[src/sv/pow_pkg.sv]
`timescale 1ns / 1ps
package pow_pkg;

    typedef enum logic [2:0] {
        ST_IDLE,
        ST_PREP,
        ST_CONV,
        ST_HASH,
        ST_CHECK,
        ST_DONE
    } state_t;

    typedef struct packed {
        logic load_prev;
        logic start_cand;
        logic conv_step;
        logic hash_start;
        logic hash_step;
        logic next_cand;
    } cmd_t;

    typedef struct packed {
        logic conv_done;
        logic hash_done;
        logic hit;
        logic last;
        logic limit_zero;
    } stat_t;

    localparam logic [4:0] ZDC_RESET = 5'd4;
    localparam logic [63:0] LIMIT_RESET = 64'h0000_0000_FFFF_FFFF;
    localparam logic [0:0] ADDR_ZDC = 1'b0;
    localparam logic [0:0] ADDR_LIMIT = 1'b1;

    localparam logic [31:0] ROUND_K [64] = '{
        32'h428a2f98, 32'h71374491, 32'hb5c0fbcf, 32'he9b5dba5,
        32'h3956c25b, 32'h59f111f1, 32'h923f82a4, 32'hab1c5ed5,
        32'hd807aa98, 32'h12835b01, 32'h243185be, 32'h550c7dc3,
        32'h72be5d74, 32'h80deb1fe, 32'h9bdc06a7, 32'hc19bf174,
        32'he49b69c1, 32'hefbe4786, 32'h0fc19dc6, 32'h240ca1cc,
        32'h2de92c6f, 32'h4a7484aa, 32'h5cb0a9dc, 32'h76f988da,
        32'h983e5152, 32'ha831c66d, 32'hb00327c8, 32'hbf597fc7,
        32'hc6e00bf3, 32'hd5a79147, 32'h06ca6351, 32'h14292967,
        32'h27b70a85, 32'h2e1b2138, 32'h4d2c6dfc, 32'h53380d13,
        32'h650a7354, 32'h766a0abb, 32'h81c2c92e, 32'h92722c85,
        32'ha2bfe8a1, 32'ha81a664b, 32'hc24b8b70, 32'hc76c51a3,
        32'hd192e819, 32'hd6990624, 32'hf40e3585, 32'h106aa070,
        32'h19a4c116, 32'h1e376c08, 32'h2748774c, 32'h34b0bcb5,
        32'h391c0cb3, 32'h4ed8aa4a, 32'h5b9cca4f, 32'h682e6ff3,
        32'h748f82ee, 32'h78a5636f, 32'h84c87814, 32'h8cc70208,
        32'h90befffa, 32'ha4506ceb, 32'hbef9a3f7, 32'hc67178f2
    };

    localparam logic [255:0] INIT_H = {
        32'h6a09e667, 32'hbb67ae85, 32'h3c6ef372, 32'ha54ff53a,
        32'h510e527f, 32'h9b05688c, 32'h1f83d9ab, 32'h5be0cd19
    };

    function automatic logic [31:0] ror(input logic [31:0] x, input int n);
        ror = (x >> n) | (x << (32 - n));
    endfunction

endpackage

[src/sv/pow_if.sv]
`timescale 1ns / 1ps
interface pow_in_if;
    logic        valid;
    logic        ready;
    logic [63:0] previous_proof;
    modport source (output valid, output previous_proof, input ready);
    modport sink (input valid, input previous_proof, output ready);
endinterface

interface pow_out_if;
    logic        valid;
    logic        ready;
    logic [63:0] new_proof;
    logic        found;
    modport source (output valid, output new_proof, output found, input ready);
    modport sink (input valid, input new_proof, input found, output ready);
endinterface

[src/sv/sha256_proof_of_work_search_unit.sv]
`timescale 1ns / 1ps
// Hashcash-style SHA-256 proof-of-work search. A request carries a previous
// proof; the unit hashes the decimal text of previous proof followed by the
// decimal text of candidates 0, 1, 2, ... and returns the first candidate whose
// digest starts with zero_digit_count zero hex digits (found = 1), or the last
// candidate tried, search_limit - 1, with found = 0 (0 when the limit is 0).
// One request is in flight at a time. Each candidate takes one setup step,
// 64 double-dabble steps that convert both numbers at once, 40 steps that
// write the digits into the message, one step to load the hash, 64 SHA-256
// rounds and one check. A request is accepted before the first candidate,
// and the result is held after the last until it is taken; with a zero limit
// no candidate is tried. Registers: 0x0 zero_digit_count
// (reset 4), 0x8 search_limit (64 bits, reset 0xFFFFFFFF); write only while idle.
module sha256_proof_of_work_search_unit (
    input  logic        clk,
    input  logic        rst_n,
    input  logic        psel,
    input  logic        penable,
    input  logic        pwrite,
    input  logic [3:0]  paddr,
    input  logic [63:0] pwdata,
    output logic [63:0] prdata,
    output logic        pready,
    pow_in_if.sink      in_ch,
    pow_out_if.source   out_ch
);
    logic [4:0]  zdc_reg;
    logic [63:0] limit_reg;

    always_ff @(posedge clk or negedge rst_n)
    begin
        if (!rst_n)
        begin
            zdc_reg   <= pow_pkg::ZDC_RESET;
            limit_reg <= pow_pkg::LIMIT_RESET;
        end
        else if (psel && penable && pwrite && paddr[2:0] == 3'd0 && paddr[3:3] == pow_pkg::ADDR_ZDC)
            zdc_reg <= pwdata[4:0];
        else if (psel && penable && pwrite && paddr[2:0] == 3'd0 && paddr[3:3] == pow_pkg::ADDR_LIMIT)
            limit_reg <= pwdata;
    end

    assign pready = 1'b1;
    always_comb
    begin
        prdata = '0;
        if (paddr[2:0] == 3'd0 && paddr[3:3] == pow_pkg::ADDR_ZDC)
            prdata = {59'd0, zdc_reg};
        else if (paddr[2:0] == 3'd0)
            prdata = limit_reg;
    end

    pow_pkg::cmd_t  cmd;
    pow_pkg::stat_t stat;
    logic [63:0]    cand;
    logic           found_val, zero_res;

    pow_datapath u_dp (
        .clk              (clk),
        .previous_proof   (in_ch.previous_proof),
        .zero_digit_count (zdc_reg),
        .search_limit     (limit_reg),
        .cmd              (cmd),
        .stat             (stat),
        .cand             (cand)
    );

    pow_ctrl u_ctrl (
        .clk       (clk),
        .rst_n     (rst_n),
        .in_valid  (in_ch.valid),
        .in_ready  (in_ch.ready),
        .out_valid (out_ch.valid),
        .out_ready (out_ch.ready),
        .found_val (found_val),
        .zero_res  (zero_res),
        .stat      (stat),
        .cmd       (cmd)
    );

    assign out_ch.new_proof = zero_res ? 64'd0 : cand;
    assign out_ch.found     = found_val;
endmodule

[src/sv/pow_datapath.sv]
`timescale 1ns / 1ps
module pow_datapath (
    input  logic             clk,
    input  logic [63:0]      previous_proof,
    input  logic [4:0]       zero_digit_count,
    input  logic [63:0]      search_limit,
    input  pow_pkg::cmd_t    cmd,
    output pow_pkg::stat_t   stat,
    output logic [63:0]      cand
);
    // Decimal conversion: both numbers run through double dabble side by side
    // (64 shift steps), then their BCD digits are written into the message one
    // byte per cycle, leading zeros skipped, previous proof first.
    localparam logic [6:0] CNT_EMIT      = 7'd64;   // first digit-emit step
    localparam logic [6:0] CNT_PREV_LAST = 7'd83;   // last digit of previous proof
    localparam logic [6:0] CNT_CAND      = 7'd84;   // first candidate digit step
    localparam logic [6:0] CNT_CAND_LAST = 7'd103;  // last digit of candidate
    localparam logic [6:0] CNT_DONE      = 7'd104;  // message complete

    logic [63:0]  prev_reg, cand_reg, cand_next;
    logic [63:0]  bin_p_reg, bin_c_reg;
    logic [79:0]  bcd_p_reg, bcd_c_reg;
    logic [79:0]  adj_p, adj_c;
    logic [6:0]   cnt_reg;
    logic         lead_reg;           // a digit of the current number was written
    logic [511:0] msg_reg;            // message bytes, byte 0 at top
    logic [5:0]   len_reg;
    logic [3:0]   top_nib;
    logic         last_dig;
    logic         emit;

    always_comb
    begin
        for (int i = 0; i < 20; i++)
        begin
            adj_p[4 * i +: 4] = (bcd_p_reg[4 * i +: 4] >= 4'd5) ?
                                bcd_p_reg[4 * i +: 4] + 4'd3 : bcd_p_reg[4 * i +: 4];
            adj_c[4 * i +: 4] = (bcd_c_reg[4 * i +: 4] >= 4'd5) ?
                                bcd_c_reg[4 * i +: 4] + 4'd3 : bcd_c_reg[4 * i +: 4];
        end
        top_nib  = (cnt_reg < CNT_CAND) ? bcd_p_reg[79:76] : bcd_c_reg[79:76];
        last_dig = (cnt_reg == CNT_PREV_LAST) || (cnt_reg == CNT_CAND_LAST);
        // the units digit is always written so zero prints as "0"
        emit     = lead_reg || (top_nib != 4'h0) || last_dig;
    end

    always_comb cand_next = cand_reg + 64'd1;

    always_ff @(posedge clk)
    begin
        if (cmd.load_prev)
        begin
            prev_reg <= previous_proof;
            cand_reg <= '0;
        end
        if (cmd.next_cand)
            cand_reg <= cand_next;
        if (cmd.start_cand)
        begin
            bin_p_reg <= prev_reg;
            bin_c_reg <= cand_reg;
            bcd_p_reg <= '0;
            bcd_c_reg <= '0;
            cnt_reg   <= '0;
            lead_reg  <= 1'b0;
            msg_reg   <= '0;
            len_reg   <= '0;
        end
        else if (cmd.conv_step && cnt_reg != CNT_DONE)
        begin
            cnt_reg <= cnt_reg + 7'd1;
            if (cnt_reg < CNT_EMIT)
            begin
                bcd_p_reg <= {adj_p[78:0], bin_p_reg[63]};
                bin_p_reg <= {bin_p_reg[62:0], 1'b0};
                bcd_c_reg <= {adj_c[78:0], bin_c_reg[63]};
                bin_c_reg <= {bin_c_reg[62:0], 1'b0};
            end
            else
            begin
                if (cnt_reg < CNT_CAND)
                    bcd_p_reg <= {bcd_p_reg[75:0], 4'h0};
                else
                    bcd_c_reg <= {bcd_c_reg[75:0], 4'h0};
                if (emit)
                begin
                    msg_reg[511 - 8 * int'(len_reg) -: 8] <= {4'h3, top_nib};
                    len_reg <= len_reg + 6'd1;
                end
                lead_reg <= emit && !last_dig;
            end
        end
    end

    // SHA-256 single block, one round per cycle
    logic [511:0] w_reg;
    logic [255:0] st_reg;
    logic [6:0]   rnd_reg;
    logic [255:0] dig;
    logic [511:0] blk;
    logic [31:0]  a, b, c, d, e, f, g, h, t1, t2, s0, s1, wn;

    always_comb
    begin
        blk = msg_reg;
        blk[511 - 8 * int'(len_reg) -: 8] = 8'h80;
        blk[63:0] = {55'd0, len_reg, 3'd0};
    end

    always_comb
    begin
        {a, b, c, d, e, f, g, h} = st_reg;
        t1 = h + (pow_pkg::ror(e, 6) ^ pow_pkg::ror(e, 11) ^ pow_pkg::ror(e, 25))
             + ((e & f) ^ (~e & g)) + pow_pkg::ROUND_K[rnd_reg[5:0]] + w_reg[511:480];
        t2 = (pow_pkg::ror(a, 2) ^ pow_pkg::ror(a, 13) ^ pow_pkg::ror(a, 22))
             + ((a & b) ^ (a & c) ^ (b & c));
        s0 = pow_pkg::ror(w_reg[479:448], 7) ^ pow_pkg::ror(w_reg[479:448], 18)
             ^ (w_reg[479:448] >> 3);
        s1 = pow_pkg::ror(w_reg[63:32], 17) ^ pow_pkg::ror(w_reg[63:32], 19)
             ^ (w_reg[63:32] >> 10);
        wn = w_reg[511:480] + s0 + w_reg[223:192] + s1;
        for (int i = 0; i < 8; i++)
            dig[32 * i +: 32] = st_reg[32 * i +: 32] + pow_pkg::INIT_H[32 * i +: 32];
    end

    always_ff @(posedge clk)
    begin
        if (cmd.hash_start)
        begin
            w_reg   <= blk;
            st_reg  <= pow_pkg::INIT_H;
            rnd_reg <= '0;
        end
        else if (cmd.hash_step)
        begin
            w_reg   <= {w_reg[479:0], wn};
            st_reg  <= {t1 + t2, a, b, c, d + t1, e, f, g};
            rnd_reg <= rnd_reg + 7'd1;
        end
    end

    logic hit;
    always_comb
    begin
        hit = 1'b1;
        for (int k = 0; k < 32; k++)
            if (5'(k) < zero_digit_count && dig[255 - 4 * k -: 4] != 4'h0)
                hit = 1'b0;
    end

    // both done flags are high during the final step of their phase
    assign stat.conv_done  = (cnt_reg == CNT_DONE);
    assign stat.hash_done  = (rnd_reg == 7'd63);
    assign stat.hit        = hit;
    assign stat.last       = (cand_next == search_limit);
    assign stat.limit_zero = (search_limit == 64'd0);
    assign cand            = cand_reg;
endmodule

[src/sv/pow_ctrl.sv]
`timescale 1ns / 1ps
module pow_ctrl (
    input  logic            clk,
    input  logic            rst_n,
    input  logic            in_valid,
    output logic            in_ready,
    output logic            out_valid,
    input  logic            out_ready,
    output logic            found_val,
    output logic            zero_res,
    input  pow_pkg::stat_t  stat,
    output pow_pkg::cmd_t   cmd
);
    pow_pkg::state_t state_reg, state_next;
    logic found_reg, found_next, zero_reg, zero_next;

    always_ff @(posedge clk or negedge rst_n)
    begin
        if (!rst_n)
        begin
            state_reg <= pow_pkg::ST_IDLE;
            found_reg <= 1'b0;
            zero_reg  <= 1'b0;
        end
        else
        begin
            state_reg <= state_next;
            found_reg <= found_next;
            zero_reg  <= zero_next;
        end
    end

    always_comb
    begin
        state_next = state_reg;
        found_next = found_reg;
        zero_next  = zero_reg;
        case (state_reg)
            pow_pkg::ST_IDLE:
                if (in_valid)
                    state_next = pow_pkg::ST_PREP;
            pow_pkg::ST_PREP:
            begin
                zero_next  = stat.limit_zero;
                found_next = 1'b0;
                state_next = stat.limit_zero ? pow_pkg::ST_DONE : pow_pkg::ST_CONV;
            end
            pow_pkg::ST_CONV:
                if (stat.conv_done)
                    state_next = pow_pkg::ST_HASH;
            pow_pkg::ST_HASH:
                if (stat.hash_done)
                    state_next = pow_pkg::ST_CHECK;
            pow_pkg::ST_CHECK:
            begin
                if (stat.hit)
                begin
                    found_next = 1'b1;
                    state_next = pow_pkg::ST_DONE;
                end
                else if (stat.last)
                    state_next = pow_pkg::ST_DONE;
                else
                    state_next = pow_pkg::ST_PREP;
            end
            pow_pkg::ST_DONE:
                if (out_ready)
                    state_next = pow_pkg::ST_IDLE;
            default:
                state_next = pow_pkg::ST_IDLE;
        endcase
    end

    always_comb
    begin
        cmd        = '0;
        in_ready   = 1'b0;
        out_valid  = 1'b0;
        case (state_reg)
            pow_pkg::ST_IDLE:
            begin
                in_ready      = 1'b1;
                cmd.load_prev = in_valid;
            end
            pow_pkg::ST_PREP:
                cmd.start_cand = 1'b1;
            pow_pkg::ST_CONV:
            begin
                cmd.conv_step  = 1'b1;
                cmd.hash_start = stat.conv_done;
            end
            pow_pkg::ST_HASH:
                cmd.hash_step = 1'b1;
            pow_pkg::ST_CHECK:
                cmd.next_cand = !stat.hit && !stat.last;
            pow_pkg::ST_DONE:
                out_valid = 1'b1;
            default:
                cmd = '0;
        endcase
    end

    assign found_val = found_reg;
    assign zero_res  = zero_reg;
endmodule

[src/flat_wrapper.sv]
// flat-port wrapper written by rule: the top's interface ports become plain ports
module sha256_proof_of_work_search_unit_flat 
  (clk, rst_n, psel, penable, pwrite, paddr, pwdata, prdata, pready, in_ch_valid, in_ch_previous_proof, in_ch_ready, out_ch_valid, out_ch_new_proof, out_ch_found, out_ch_ready);
  pow_in_if in_ch_i ();
  pow_out_if out_ch_i ();
  input  logic clk;
  input  logic rst_n;
  input  logic psel;
  input  logic penable;
  input  logic pwrite;
  input  logic [3:0] paddr;
  input  logic [63:0] pwdata;
  output logic [63:0] prdata;
  output logic pready;
  input wire logic [$bits(in_ch_i.valid)-1:0] in_ch_valid;
  input wire logic [$bits(in_ch_i.previous_proof)-1:0] in_ch_previous_proof;
  output wire logic [$bits(in_ch_i.ready)-1:0] in_ch_ready;
  output wire logic [$bits(out_ch_i.valid)-1:0] out_ch_valid;
  output wire logic [$bits(out_ch_i.new_proof)-1:0] out_ch_new_proof;
  output wire logic [$bits(out_ch_i.found)-1:0] out_ch_found;
  input wire logic [$bits(out_ch_i.ready)-1:0] out_ch_ready;
  assign in_ch_i.valid = in_ch_valid;
  assign in_ch_i.previous_proof = in_ch_previous_proof;
  assign in_ch_ready = in_ch_i.ready;
  assign out_ch_valid = out_ch_i.valid;
  assign out_ch_new_proof = out_ch_i.new_proof;
  assign out_ch_found = out_ch_i.found;
  assign out_ch_i.ready = out_ch_ready;
  sha256_proof_of_work_search_unit u_core (.clk(clk), .rst_n(rst_n), .psel(psel), .penable(penable), .pwrite(pwrite), .paddr(paddr), .pwdata(pwdata), .prdata(prdata), .pready(pready), .in_ch(in_ch_i), .out_ch(out_ch_i));
endmodule
[config.mk]
export PLATFORM = sky130hd
export DESIGN_NAME = sha256_proof_of_work_search_unit_flat
export DESIGN_NICKNAME = d
export VERILOG_FILES = /design/src/sv/pow_pkg.sv /design/src/sv/pow_if.sv /design/src/sv/sha256_proof_of_work_search_unit.sv /design/src/sv/pow_datapath.sv /design/src/sv/pow_ctrl.sv /design/src/flat_wrapper.sv
export SDC_FILE = /design/constraint.sdc
export NUM_CORES = 2
export LEC_CHECK = 0
export BUFFER_PORTS_ARGS = -buffer_cell sky130_fd_sc_hd__buf_2
export CAP_MARGIN = 15
export CORE_ASPECT_RATIO = 0.8
export CORE_MARGIN = 2
export CORE_UTILIZATION = 63
export DETAILED_ROUTE_END_ITERATION = 8
export PLACE_DENSITY_LB_ADDON = 0.2
export SYNTH_ARGS = -nofsm -noshare
export SYNTH_HDL_FRONTEND = slang
export SYNTH_SLANG_ARGS = --single-unit
[constraint.sdc]
create_clock -name clk -period 14.99 [get_ports clk]
set_input_delay 2.2485 -clock clk [delete_from_list [all_inputs] [get_ports clk]]
set_output_delay 2.2485 -clock clk [all_outputs]
set_load 0.05 [all_outputs]
==> impl_metrics.csv <==
group,metric,value,unit
sta,clock.fmax,101,MHz
clock_tree,clockBufferDepth,3,
setup_path,cpPeakStageDelay,0.95,ns
run,cap_violations,0,
floorplanning,die_x,417,um
yosys,synth_edf_count,710,
yosys,synth_seq_area_share,46.2,%
placed_design,dp_cells,10600,
yosys,syn_inst,9089,
sta,final.setup.worst_slack,5.11,ns
route,routed_wirelength,257000,um
placed_design,port_buffers,269,
setup_path,path_max_fanout,33,
clock_tree,cts_max_level,4,
yosys,synth_flop_cell,"dfxtp_1",
setup_path,r2r-start,"u_core.u_dp.rnd_reg[0]$_SDFFE_PP0N_",
yosys,syn_area,86200,um2
route,wl_per_cell,23.5,um
yosys,synth_area_leader_cell,"edfxtp_1",
route,drc_errors,0,
setup_path,start_kind,"flop",
global_routing,grt-ovfl-total,0,
setup_path,cp-endpoint,"u_core.u_dp.st_reg[254]$_SDFFE_PP1N_",
yosys,muxShareOfSynthArea,4.72,%
layout,stdcell_count,10900,
route,drtIter0Drc,7958,
clock_tree,worst_skew_pair.late_latency,0.83,ns
floorplanning,start_util,63.4,%
sta,hold_viol,0,
floorplanning,io_pins,271,
yosys,yosys_warnings,0,
setup_path,rr_worst_depth,29,
clock_tree,numCtsBuffers,160,
layout,fin_nets,9571,
floorplanning,rows,121,
clock_tree,postCtsHoldBufs,0,
route,drtAntennaViolNets,0,
yosys,synth_cell_type_count,90,
global_routing,grt_pass1_wl,391000,um
min_path,hold_path_class,"flop to flop",
placed_design,dp_slack,5.32,ns
yosys,yosys.area_share.xor_xnor,5.55,%
sta,period_minus_slack,9.88,ns
yosys,ys_async_sr_fraction,4.58,%
sta,worst_slew_pin_slew,1.23,ns
sta,max_slew_margin,17.7,%
setup_path,r2r_end,"u_core.u_dp.st_reg[254]$_SDFFE_PP1N_",
setup_path,crit_path_start,"u_core.u_dp.rnd_reg[0]$_SDFFE_PP0N_",
floorplanning,die_h,335,um
yosys,syn_avg_cell_area,9.48,um2
clock_tree,clk_pin_slew,0.07,ns
layout,drive_above_1_share,8.91,%
sta,period_share,65.9,%
clock_tree,cts_setup_buffers,0,
floorplanning,die_area,140000,um2
sta,finalSetupViolCount,0,
layout,largest_reg_flops,512,
yosys,synth_top_family_by_area,"simple AND/OR/NAND/NOR gates",
sta,drv_slew,0,
clock_tree,clock-sinks,1615,
outcome,status,"complete, no violations",
sta,rsz0062_at_grt,"no",
yosys,yosys.area_share.simple,15.9,%
setup_path,cp_slowest_cell,"ha_1",
yosys,syn_nets,9650,
route,dr_total_vias,69000,
route,vias_per_cell,6.31,
global_routing,antenna_found_initial,5,
sta,fin_skew,0.0462,ns
yosys,synth_fa_ha_area_share,8.10,%
floorplanning,fp.coreArea,136000,um2
setup_path,crit_type,"flop to flop",
yosys,yosys.area.top_type_share,24.7,%
yosys,synth.most_common_cell,"nor2_1",
setup_path,crit_path_frequent_cell,"a21o_1",
global_routing,grtUsageTotal,36.0,%
yosys,synth_common_cells,"1147 x nor2_1, 1122 x nand2_1, 831 x dfxtp_1",
clock_tree,cts_resized,0,
clock_tree,root_buffer,"clkbuf_16",
min_path,hold_depth,2,
setup_path,arrival,10.65,ns
global_routing,grt_pass1_vias,65600,
placed_design,place.gp.congestion,0.987,
layout,area_growth,9.07,%
yosys,yosys_register_bits,1615,
yosys,synth.area.top_cells,"edfxtp_1 25%, dfxtp_1 19%, nor2_1 5.0%",
setup_path,cp-end-kind,"flop",
setup_path,r2r_slack,5.11,ns
sta,tns,0,ns
yosys,synth_compound_area_share,15.1,%
setup_path,cp.required,15.76,ns
route,drt_first_pass_iters,6,
placed_design,hpwl,179000,um
global_routing,grt_max_degree,226,
clock_tree,cts_tree,"done",
-- critical path: cells and delay by family (launching register included) --
kind,cells,cell delay (ns)
compound gates,16,4.21
xor+xnor,1,0.28
fa+ha+maj,5,2.74
buf+inv,2,0.93
flops,1,0.31
simple gates,5,1.36
-- how the worst min path moves through the flow --
stage,start,slack (ns),to
2_1_floorplan,u_core.u_dp.msg_reg[102]$_SDFFE_PP0P_,0.41,u_core.u_dp.msg_reg[102]$_SDFFE_PP0P_
3_3_place_gp,u_core.u_dp.msg_reg[382]$_SDFFE_PP0P_,0.41,u_core.u_dp.msg_reg[382]$_SDFFE_PP0P_
3_5_place_dp,u_core.u_dp.msg_reg[334]$_SDFFE_PP0P_,0.42,u_core.u_dp.msg_reg[334]$_SDFFE_PP0P_
4_1_cts,u_core.u_dp.msg_reg[334]$_SDFFE_PP0P_,0.43,u_core.u_dp.msg_reg[334]$_SDFFE_PP0P_
5_1_grt,u_core.u_dp.msg_reg[390]$_SDFFE_PP0P_,0.45,u_core.u_dp.msg_reg[390]$_SDFFE_PP0P_
6_report,u_core.u_dp.msg_reg[126]$_SDFFE_PP0P_,0.43,u_core.u_dp.msg_reg[126]$_SDFFE_PP0P_
-- per-layer routing --
metal | vias up | share of wire [%] | wire length [um] | GRT usage (%)
met5 | - | 0.017 | 44 | 0
li1 | 31600 | - | - | -
met4 | 6 | 3.3 | 8420 | 11.3
met3 | 485 | 10 | 25700 | 7.15
met2 | 3234 | 44 | 114000 | 55.0
met1 | 33700 | 42 | 109000 | 51.6
-- area by class of cell --
| type | count | area [um2] |
|---|---|---|
| Inverter | 386 | 1460 |
| Multi-Input combinational cell | 6494 | 42700 |
| Sequential cell | 1615 | 39900 |
| Tap cell | 1783 | 2230 |
| Clock inverter | 92 | 1210 |
| Antenna cell | 2 | 5.00 |
| Fill cell | 10300 | 42000 |
| Clock buffer | 209 | 4480 |
| Timing Repair Buffer | 353 | 2060 |
-- per-stage QoR --
stage	hold WS [ns]	instance area (um2)	util [%]
global placement	0.415	88300	64.9
CTS	0.428	94000	69.1
global route	0.452	94000	69.1
finish	0.427	94000	69.1
detailed placement	0.419	88300	64.9
floorplan	0.409	86200	-
-- logic make-up after synthesis --
family,count (synthesis)
AND/OR/NAND/NOR,3135
other,1
adder cells (fa/ha/maj),451
multiplexers,393
flip-flops,1615
XOR/XNOR,546
buffers and inverters,980
AO/OA/AOI/OAI,1968
-- cell usage in the layout (no fill, tap or decap), types with 33 or more instances in the layout --
| cell type | n |
|---|---|
| xnor2_1 | 357 |
| dfxtp_1 | 826 |
| ha_1 | 234 |
| dfrtp_1 | 40 |
| o31ai_1 | 39 |
| o21ai_0 | 485 |
| clkbuf_16 | 162 |
| clkinv_2 | 35 |
| inv_1 | 381 |
| a21oi_1 | 471 |
| nand3_1 | 192 |
| dfstp_2 | 33 |
| a22o_1 | 375 |
| mux2_2 | 97 |
| buf_4 | 77 |
| nor2_1 | 1142 |
| a221oi_1 | 39 |
| mux2i_1 | 295 |
| and2_1 | 91 |
| a21o_1 | 59 |
| o211ai_1 | 35 |
| buf_2 | 268 |
| fa_1 | 188 |
| edfxtp_1 | 710 |
| and3_1 | 52 |
| xor2_1 | 189 |
| nand2b_1 | 102 |
| a211oi_1 | 148 |
| a31oi_1 | 59 |
| nand4_1 | 51 |
| nor4_1 | 40 |
| nor3_1 | 109 |
| nand2_1 | 1118 |
| nor2b_1 | 119 |
Power is not shown: default switching activity piles up to over one toggle a cycle in this logic, so the estimate is an artifact.
